`src/hdl/tsd_pkg.sv`:
```
// ----------------------------------------------------------------------------
// tsd_pkg
// Shared constants for the touch event stroke decoder: event types and codes,
// configuration register indexes and reset maxima, rotation codes, stroke kinds and field widths.
// ----------------------------------------------------------------------------
package tsd_pkg;

  localparam int RAW_W      = 16;
  localparam int VAL_W      = 32;
  localparam int POS_W      = 13;
  localparam int CFG_IDX_W  = 3;
  localparam int CFG_DATA_W = 16;
  localparam int ROT_W      = 2;

  localparam logic [15:0] EVT_SYN = 16'h0000;
  localparam logic [15:0] EVT_KEY = 16'h0001;
  localparam logic [15:0] EVT_ABS = 16'h0003;

  localparam logic [15:0] CODE_X         = 16'h0000;
  localparam logic [15:0] CODE_Y         = 16'h0001;
  localparam logic [15:0] CODE_MT_X      = 16'h0035;
  localparam logic [15:0] CODE_MT_Y      = 16'h0036;
  localparam logic [15:0] CODE_TRACK     = 16'h0039;
  localparam logic [15:0] CODE_BTN_TOUCH = 16'h014a;

  localparam logic [CFG_IDX_W-1:0] REG_X_MIN    = 3'd0;
  localparam logic [CFG_IDX_W-1:0] REG_X_MAX    = 3'd1;
  localparam logic [CFG_IDX_W-1:0] REG_Y_MIN    = 3'd2;
  localparam logic [CFG_IDX_W-1:0] REG_Y_MAX    = 3'd3;
  localparam logic [CFG_IDX_W-1:0] REG_ROTATION = 3'd4;

  localparam logic [RAW_W-1:0] X_MAX_RST = 16'd1919;
  localparam logic [RAW_W-1:0] Y_MAX_RST = 16'd479;

  localparam logic [ROT_W-1:0] ROT_0   = 2'd0;
  localparam logic [ROT_W-1:0] ROT_90  = 2'd1;
  localparam logic [ROT_W-1:0] ROT_180 = 2'd2;
  localparam logic [ROT_W-1:0] ROT_270 = 2'd3;

  localparam logic KIND_DOT  = 1'b0;
  localparam logic KIND_LINE = 1'b1;

endpackage

```
`src/hdl/touch_event_stroke_decoder_top.sv`:
```
// ----------------------------------------------------------------------------
// touch_event_stroke_decoder_top
// Decodes touch input events into dots and line segments in logical space.
// ----------------------------------------------------------------------------
// Input channel (in_valid/in_ready) carries one event transaction: ev_type,
// ev_code, ev_value. Output channel (out_valid/out_ready) carries one stroke
// transaction: stroke_kind, start_x/y, end_x/y. Configuration registers are
// written through cfg_wr_en/cfg_index/cfg_data; the user must write them
// only while the block is idle, which the block itself does not enforce.
// Events that only update state (axis, tracking id, button release, sync
// without contact) leave the block idle. Events that need the logical point
// pass through the scale multiply, the two bit-serial restoring dividers (X
// and Y run side by side, one quotient bit per cycle) and a final step that
// rotates, saturates, compares and loads the output register. The output
// register lets the next event be taken while a stroke waits; any finished
// computation holds in its final step until the output register is free, so
// a stalled receiver stalls the input only once a second computation ends.
// Reset (rst, synchronous) restores the configuration defaults, clears the
// contact and touching flags, the raw and last logical points, and drops
// any pending stroke.
// ----------------------------------------------------------------------------
module touch_event_stroke_decoder_top #(
  parameter int LOGICAL_WIDTH  = 1920,
  parameter int LOGICAL_HEIGHT = 480
) (
  input  logic                                clk,
  input  logic                                rst,
  input  logic                                in_valid,
  output logic                                in_ready,
  input  logic [15:0]                         ev_type,
  input  logic [15:0]                         ev_code,
  input  logic signed [tsd_pkg::VAL_W-1:0]    ev_value,
  output logic                                out_valid,
  input  logic                                out_ready,
  output logic                                stroke_kind,
  output logic signed [tsd_pkg::POS_W-1:0]    start_x,
  output logic signed [tsd_pkg::POS_W-1:0]    start_y,
  output logic signed [tsd_pkg::POS_W-1:0]    end_x,
  output logic signed [tsd_pkg::POS_W-1:0]    end_y,
  input  logic                                cfg_wr_en,
  input  logic [tsd_pkg::CFG_IDX_W-1:0]       cfg_index,
  input  logic [tsd_pkg::CFG_DATA_W-1:0]      cfg_data
);

  localparam int RW     = tsd_pkg::RAW_W;
  localparam int PW     = tsd_pkg::POS_W;
  localparam int DIM_MX = (LOGICAL_WIDTH > LOGICAL_HEIGHT) ? LOGICAL_WIDTH : LOGICAL_HEIGHT;
  localparam int DIM_W  = $clog2(DIM_MX + 1);
  localparam int NUM_W  = RW + DIM_W;
  localparam int LW     = NUM_W + 2;
  localparam int CNT_W  = $clog2(NUM_W);
  localparam int DEN_W  = RW + 1;

  localparam logic [DIM_W-1:0]        DIM_X  = DIM_W'(LOGICAL_WIDTH);
  localparam logic [DIM_W-1:0]        DIM_Y  = DIM_W'(LOGICAL_HEIGHT);
  localparam logic signed [LW-1:0]    W_M1   = LW'(LOGICAL_WIDTH - 1);
  localparam logic signed [LW-1:0]    H_M1   = LW'(LOGICAL_HEIGHT - 1);
  localparam logic signed [LW-1:0]    SAT_HI = LW'((1 << (PW - 1)) - 1);
  localparam logic signed [LW-1:0]    SAT_LO = -LW'(1 << (PW - 1));
  localparam logic [CNT_W-1:0]        CNT_LAST = CNT_W'(NUM_W - 1);

  typedef enum logic [1:0] {
    ST_IDLE,
    ST_MUL,
    ST_DIV,
    ST_FIN
  } state_t;

  state_t state;

  logic [RW-1:0]           x_min, x_max, y_min, y_max;
  logic [tsd_pkg::ROT_W-1:0] rotation;
  logic [RW-1:0]           raw_x, raw_y;
  logic                    contact, touching;
  logic signed [PW-1:0]    prev_x, prev_y;
  logic                    is_dot;
  logic [CNT_W-1:0]        cnt;

  logic [RW-1:0]           mag [2];
  logic                    neg [2];
  logic                    ok  [2];
  logic [DEN_W-1:0]        den [2];
  logic [DEN_W-1:0]        rem [2];
  logic [NUM_W-1:0]        num [2];

  logic [RW-1:0]           lane_raw [2];
  logic [RW-1:0]           lane_min [2];
  logic [RW-1:0]           lane_max [2];
  logic [RW-1:0]           mag_in   [2];
  logic                    neg_in   [2];
  logic                    ok_in    [2];
  logic [DEN_W-1:0]        den_in   [2];
  logic [DEN_W:0]          rem_sh   [2];
  logic                    qbit     [2];
  logic [DEN_W-1:0]        rem_next [2];
  logic signed [LW-1:0]    nval     [2];
  logic signed [LW-1:0]    rot_x, rot_y;
  logic signed [PW-1:0]    lx, ly;

  logic                    accept;
  logic                    val_one, val_zero;
  logic [RW-1:0]           clamped;
  logic                    out_free;
  logic                    moved;
  logic                    emit;

  function automatic logic signed [PW-1:0] sat13(input logic signed [LW-1:0] v);
    if (v < SAT_LO) return SAT_LO[PW-1:0];
    if (v > SAT_HI) return SAT_HI[PW-1:0];
    return v[PW-1:0];
  endfunction

  assign in_ready = (state == ST_IDLE);
  assign accept   = in_valid && in_ready;
  assign out_free = !out_valid || out_ready;
  assign val_one  = (ev_value == 32'sd1);
  assign val_zero = (ev_value == 32'sd0);
  assign clamped  = ev_value[31] ? '0 : ((ev_value[30:16] != '0) ? '1 : ev_value[15:0]);
  assign moved    = (lx != prev_x) || (ly != prev_y);
  assign emit     = (state == ST_FIN) && out_free && (is_dot || moved);

  always_comb begin
    lane_raw[0] = raw_x;
    lane_raw[1] = raw_y;
    lane_min[0] = x_min;
    lane_min[1] = y_min;
    lane_max[0] = x_max;
    lane_max[1] = y_max;
    for (int i = 0; i < 2; i++) begin
      neg_in[i]   = lane_raw[i] < lane_min[i];
      mag_in[i]   = neg_in[i] ? (lane_min[i] - lane_raw[i]) : (lane_raw[i] - lane_min[i]);
      ok_in[i]    = lane_max[i] >= lane_min[i];
      den_in[i]   = DEN_W'(lane_max[i]) - DEN_W'(lane_min[i]) + DEN_W'(1);
      rem_sh[i]   = {rem[i], num[i][NUM_W-1]};
      qbit[i]     = rem_sh[i] >= {1'b0, den[i]};
      rem_next[i] = qbit[i] ? DEN_W'(rem_sh[i] - {1'b0, den[i]}) : rem_sh[i][DEN_W-1:0];
      if (!ok[i]) begin
        nval[i] = LW'(lane_raw[i]);
      end else if (neg[i]) begin
        nval[i] = -LW'(num[i]);
      end else begin
        nval[i] = LW'(num[i]);
      end
    end
    case (rotation)
      tsd_pkg::ROT_90: begin
        rot_x = H_M1 - nval[1];
        rot_y = nval[0];
      end
      tsd_pkg::ROT_180: begin
        rot_x = W_M1 - nval[0];
        rot_y = H_M1 - nval[1];
      end
      tsd_pkg::ROT_270: begin
        rot_x = nval[1];
        rot_y = W_M1 - nval[0];
      end
      default: begin
        rot_x = nval[0];
        rot_y = nval[1];
      end
    endcase
    lx = sat13(rot_x);
    ly = sat13(rot_y);
  end

  always_ff @(posedge clk) begin
    if (rst) begin
      state     <= ST_IDLE;
      x_min     <= '0;
      x_max     <= tsd_pkg::X_MAX_RST;
      y_min     <= '0;
      y_max     <= tsd_pkg::Y_MAX_RST;
      rotation  <= tsd_pkg::ROT_0;
      raw_x     <= '0;
      raw_y     <= '0;
      contact   <= 1'b0;
      touching  <= 1'b0;
      prev_x    <= '0;
      prev_y    <= '0;
      is_dot    <= 1'b0;
      cnt       <= '0;
      out_valid <= 1'b0;
    end else begin
      if (emit) begin
        out_valid <= 1'b1;
      end else if (out_ready) begin
        out_valid <= 1'b0;
      end

      if (cfg_wr_en) begin
        case (cfg_index)
          tsd_pkg::REG_X_MIN:    x_min    <= cfg_data;
          tsd_pkg::REG_X_MAX:    x_max    <= cfg_data;
          tsd_pkg::REG_Y_MIN:    y_min    <= cfg_data;
          tsd_pkg::REG_Y_MAX:    y_max    <= cfg_data;
          tsd_pkg::REG_ROTATION: rotation <= cfg_data[tsd_pkg::ROT_W-1:0];
          default: ;
        endcase
      end

      case (state)
        ST_IDLE: begin
          if (accept) begin
            for (int i = 0; i < 2; i++) begin
              mag[i] <= mag_in[i];
              neg[i] <= neg_in[i];
              ok[i]  <= ok_in[i];
              den[i] <= den_in[i];
            end
            if (ev_type == tsd_pkg::EVT_ABS) begin
              if (ev_code == tsd_pkg::CODE_MT_X || ev_code == tsd_pkg::CODE_X) begin
                raw_x <= clamped;
              end else if (ev_code == tsd_pkg::CODE_MT_Y || ev_code == tsd_pkg::CODE_Y) begin
                raw_y <= clamped;
              end else if (ev_code == tsd_pkg::CODE_TRACK) begin
                contact <= !ev_value[31];
              end
            end else if (ev_type == tsd_pkg::EVT_KEY && ev_code == tsd_pkg::CODE_BTN_TOUCH) begin
              if (val_one && !touching) begin
                touching <= 1'b1;
                is_dot   <= 1'b1;
                state    <= ST_MUL;
              end else if (val_zero) begin
                touching <= 1'b0;
              end
            end else if (ev_type == tsd_pkg::EVT_SYN) begin
              if (contact && !touching) begin
                touching <= 1'b1;
                is_dot   <= 1'b1;
                state    <= ST_MUL;
              end else if (!contact) begin
                touching <= 1'b0;
              end else begin
                is_dot <= 1'b0;
                state  <= ST_MUL;
              end
            end
          end
        end
        ST_MUL: begin
          num[0] <= NUM_W'(mag[0]) * NUM_W'(DIM_X);
          num[1] <= NUM_W'(mag[1]) * NUM_W'(DIM_Y);
          rem[0] <= '0;
          rem[1] <= '0;
          cnt    <= '0;
          state  <= ST_DIV;
        end
        ST_DIV: begin
          for (int i = 0; i < 2; i++) begin
            rem[i] <= rem_next[i];
            num[i] <= {num[i][NUM_W-2:0], qbit[i]};
          end
          cnt <= cnt + CNT_W'(1);
          if (cnt == CNT_LAST) begin
            state <= ST_FIN;
          end
        end
        ST_FIN: begin
          if (out_free) begin
            state <= ST_IDLE;
            if (is_dot) begin
              stroke_kind <= tsd_pkg::KIND_DOT;
              start_x     <= lx;
              start_y     <= ly;
              end_x       <= lx;
              end_y       <= ly;
              prev_x      <= lx;
              prev_y      <= ly;
            end else if (moved) begin
              stroke_kind <= tsd_pkg::KIND_LINE;
              start_x     <= prev_x;
              start_y     <= prev_y;
              end_x       <= lx;
              end_y       <= ly;
              prev_x      <= lx;
              prev_y      <= ly;
            end
          end
        end
        default: state <= ST_IDLE;
      endcase
    end
  end

endmodule

```
`config.mk`:
```
export PLATFORM = sky130hd
export DESIGN_NAME = touch_event_stroke_decoder_top
export DESIGN_NICKNAME = d
export VERILOG_FILES = /design/src/hdl/tsd_pkg.sv /design/src/hdl/touch_event_stroke_decoder_top.sv
export SDC_FILE = /design/constraint.sdc
export NUM_CORES = 1
export LEC_CHECK = 0
export BUFFER_PORTS_ARGS = -buffer_cell sky130_fd_sc_hd__buf_4
export CAP_MARGIN = 0
export CORE_ASPECT_RATIO = 1.1
export CORE_UTILIZATION = 28
export CTS_CLUSTER_DIAMETER = 120
export DETAILED_ROUTE_END_ITERATION = 10
export PLACE_DENSITY_LB_ADDON = 0.2
export SETUP_SLACK_MARGIN = 0.4
export SLEW_MARGIN = 10
export SYNTH_ARGS = -nofsm -noshare
export SYNTH_HDL_FRONTEND = slang
export SYNTH_SLANG_ARGS = --single-unit
```
`constraint.sdc`:
```
create_clock -name clk -period 7.8 [get_ports clk]
set_input_delay 0.39 -clock clk [delete_from_list [all_inputs] [get_ports clk]]
set_output_delay 0.39 -clock clk [all_outputs]
set_load 0.02 [all_outputs]
```
==> impl_metrics.toml <==
[floorplanning]
dieArea_um2 = 105000
std_cell_rows = 123
die_h_um = 339
start_util = 0.283
core_area_um2 = 102000
ios = 143
die_width_um = 309

[power_and_ir_drop]
peakVddDrop_uv = 136
p_leak_nw = 12.8
power_density_nw_per_um2 = 209

[timing]
fin_crit_sh = 0.880
hold_viol = 0
grt_setup_unrepaired = "false"
finalSetupViolations = 0
min_period_ns = 6.86
max_freq_ghz = 0.146
setup-tns-final_ns = 0
worst_clock_skew_ns = 0.0430
max-slew-margin-rel = 0.181
slew_viol_final = 0
worst_slew_pin_slew_ns = 1.23

[clock_tree]
clk_pin_slew_ns = 0.06
cts_buffer_depth = 3
clock_sinks = 346
cts_max_level = 2
cts-buffers-inserted = 42
clk_latency_ns = 0.62
cts_tree = "yes"
clockRootBuffer = "clkbuf_16"

[synth]
syn-num-nets = 3734
yosys-top-cells-count = "nor2_1 (378), nand2_1 (283), a21oi_1 (282)"
syn-instance-count = 3348
avgSynthCellArea_um2 = 8.65
synth_largest_area_cell = "edfxtp_1"
seq_area_frac_synth = 0.312
synth.most_common_cell = "nor2_1"
synth_top_area_frac = 0.219
synth_area_um2 = 29000
synthTopCellsByArea = "edfxtp_1 (22%), ha_1 (9.4%), dfxtp_1 (9.3%), fa_1 (5.5%), nor2_1 (4.9%)"
ys.flop_type = "edfxtp_1"
synth_warnings = 0
async_flop_share = 0
ys_seq_elements = 346
ys_types = 100
synth_edf_count = 211

[setup_path]
cp_data_required_time_ns = 8.09
r2r-start = "num[0][27]$_SDFFCE_PN0P_"
cp.arrival_ns = 7.15
r2r_slack_ns = 0.94
reg2regPathDepth = 20
critPathLaunchType = "flip-flop"
critPathMaxFanout = 51
crit_type = "flip-flop to flip-flop"
r2r_end = "end_y[7]$_DFFE_PP_"
end_kind = "flip-flop"

[outcome]
status = "finished clean"

[job]
drv_cap = 0

[detailed_routing]
ant_nets = 0
totalWireLength_um = 94900
firstDrtPassIters = 5
wl_per_cell_um = 19.7
drc = 0
drtIter0Drc = 1912
viasPerCell = 5.08
num_vias = 24500

[global_routing]
grt_overflow = 0
grt_first_pass_wirelength_um = 145000
grt_max_degree = 82
grtUsageTotal = 0.179
grt_pass1_vias = 23800
grt_antenna_before_repair = 1

[cells_and_area]
finalNetCount = 3798
area_growth_pct = 13.8
nFillCells = 10800
drive_above_1_share = 0.105
final_cells = 4820
diodes = 0

[placement]
place_inst = 4742
dpl.hpwl_um = 73200
place.gp.congestion = 0.928
io_buffers = 142

[worst_hold_path]
min_from = "cfg_data[15]"
hold_depth = 3
worstHoldEndpoint = "x_min[15]$_SDFFE_PP0P_"
min_path_type = "primary input to flip-flop"
[metrics by stage]
step	worst slack, ns	area (µm²)	total power, mW	hold slack (ns)	util
floorplan	0.732	29000	4.19	0.436	-
global placement	0.928	31500	4.85	0.450	0.308
detailed placement	0.762	31500	4.84	0.460	0.308
CTS	0.700	32900	6.97	0.0136	0.322
global route	0.450	33000	7.36	0.0424	0.322
finish	0.939	33000	6.88	0.0580	0.322
[worst max-delay path by stage]
stage | from | end
2_1_floorplan | num[0][0]$_SDFFCE_PN0P_ | end_x[0]$_DFFE_PP_
3_3_place_gp | num[0][0]$_SDFFCE_PN0P_ | end_y[9]$_DFFE_PP_
3_5_place_dp | num[0][0]$_SDFFCE_PN0P_ | start_x[10]$_DFFE_PP_
4_1_cts | num[0][0]$_SDFFCE_PN0P_ | start_y[6]$_DFFE_PP_
5_1_grt | num[0][27]$_SDFFCE_PN0P_ | end_y[5]$_DFFE_PP_
6_report | num[0][27]$_SDFFCE_PN0P_ | end_y[7]$_DFFE_PP_
[cells in the final DEF, fill, tap and decap left out, types with 35 or more instances in the layout]
cell	instances
fa_1	80
nand4_1	39
mux2i_1	100
buf_4	190
mux2_2	35
inv_1	245
nor2_1	375
o21bai_1	48
nor3_1	80
a21o_1	51
ha_1	218
nand2_1	283
nor2b_1	35
a21oi_1	280
nand3_1	60
edfxtp_1	211
xnor2_1	98
o21ai_0	140
dfxtp_1	133
clkbuf_16	43
xor2_1	50
nand2b_1	70
[critical path, stage by stage (launching register included)]
cell and delay [ns]:
edfxtp_1 0.51, inv_1 0.13, ha_1 0.35, nor3b_2 0.47, nor3_1 0.09, a221o_1 0.28
a211o_1 0.39, or4b_1 0.54, nor2_2 0.28, nand3_1 0.22, o31ai_1 0.37, mux4_2 0.46
inv_1 0.15, mux2_2 0.31, a2111oi_0 0.39, nand3_1 0.16, a2111o_1 0.45, nor4_4 0.37
a311oi_4 0.15, nor2b_4 0.18, buf_6 0.26
[flip-flops by register name (all words and copies together) (netlist names), 2 cells and up]
name	count
cnt	5
den	34
end_x	13
end_y	13
mag	32
neg	2
num	54
ok	2
prev_x	13
prev_y	13
raw_x	16
raw_y	16
rem	34
rotation	2
start_x	13
start_y	13
state	2
x_max	16
x_min	16
y_max	16
y_min	16
[where the power goes]
part / switching [mW] / internal, mW
logic: 1.45 / 1.05
clock network: 0.874 / 1.20
registers: 0.141 / 2.17
[per-layer routing]
metal  GRT usage  wire length, µm  vias up
met3      0.0220             3990      114
met1       0.240            43600    11700
li1            -                -    12100
met5           0                9        -
met4      0.0598             3040        2
met2       0.294            44200      551
[layout make-up]
| cell class | count | area, µm² | area share |
|---|---|---|---|
| clock inverter | 17 | 218 | 0.00661 |
| multi-input combinational | 2581 | 18400 | 0.557 |
| tap | 1375 | 1720 | 0.0522 |
| clock buffer | 60 | 1220 | 0.0369 |
| sequential | 346 | 9040 | 0.274 |
| inverter | 248 | 931 | 0.0282 |
| timing repair buffer | 193 | 1460 | 0.0443 |
[logic make-up after synthesis]
logic type,Yosys count,synth area share
XOR/XNOR,148,0.0447
AND/OR/NAND/NOR,1149,0.195
flip-flops,346,0.312
buffers and inverters,421,0.0559
AO/OA/AOI/OAI,846,0.191
multiplexers,140,0.0520
adder cells (fa/ha/maj),298,0.149
[timing repair]
item | in CTS | in global routing
resized for setup | 0 | 4
hold buffers | 1 | 0
setup buffers | 0 | 0
setup endpoints to repair | 0 | 59
endpoints found under the hold margin | 1 | 0
Note: power is estimated with default switching activity, not from simulation.
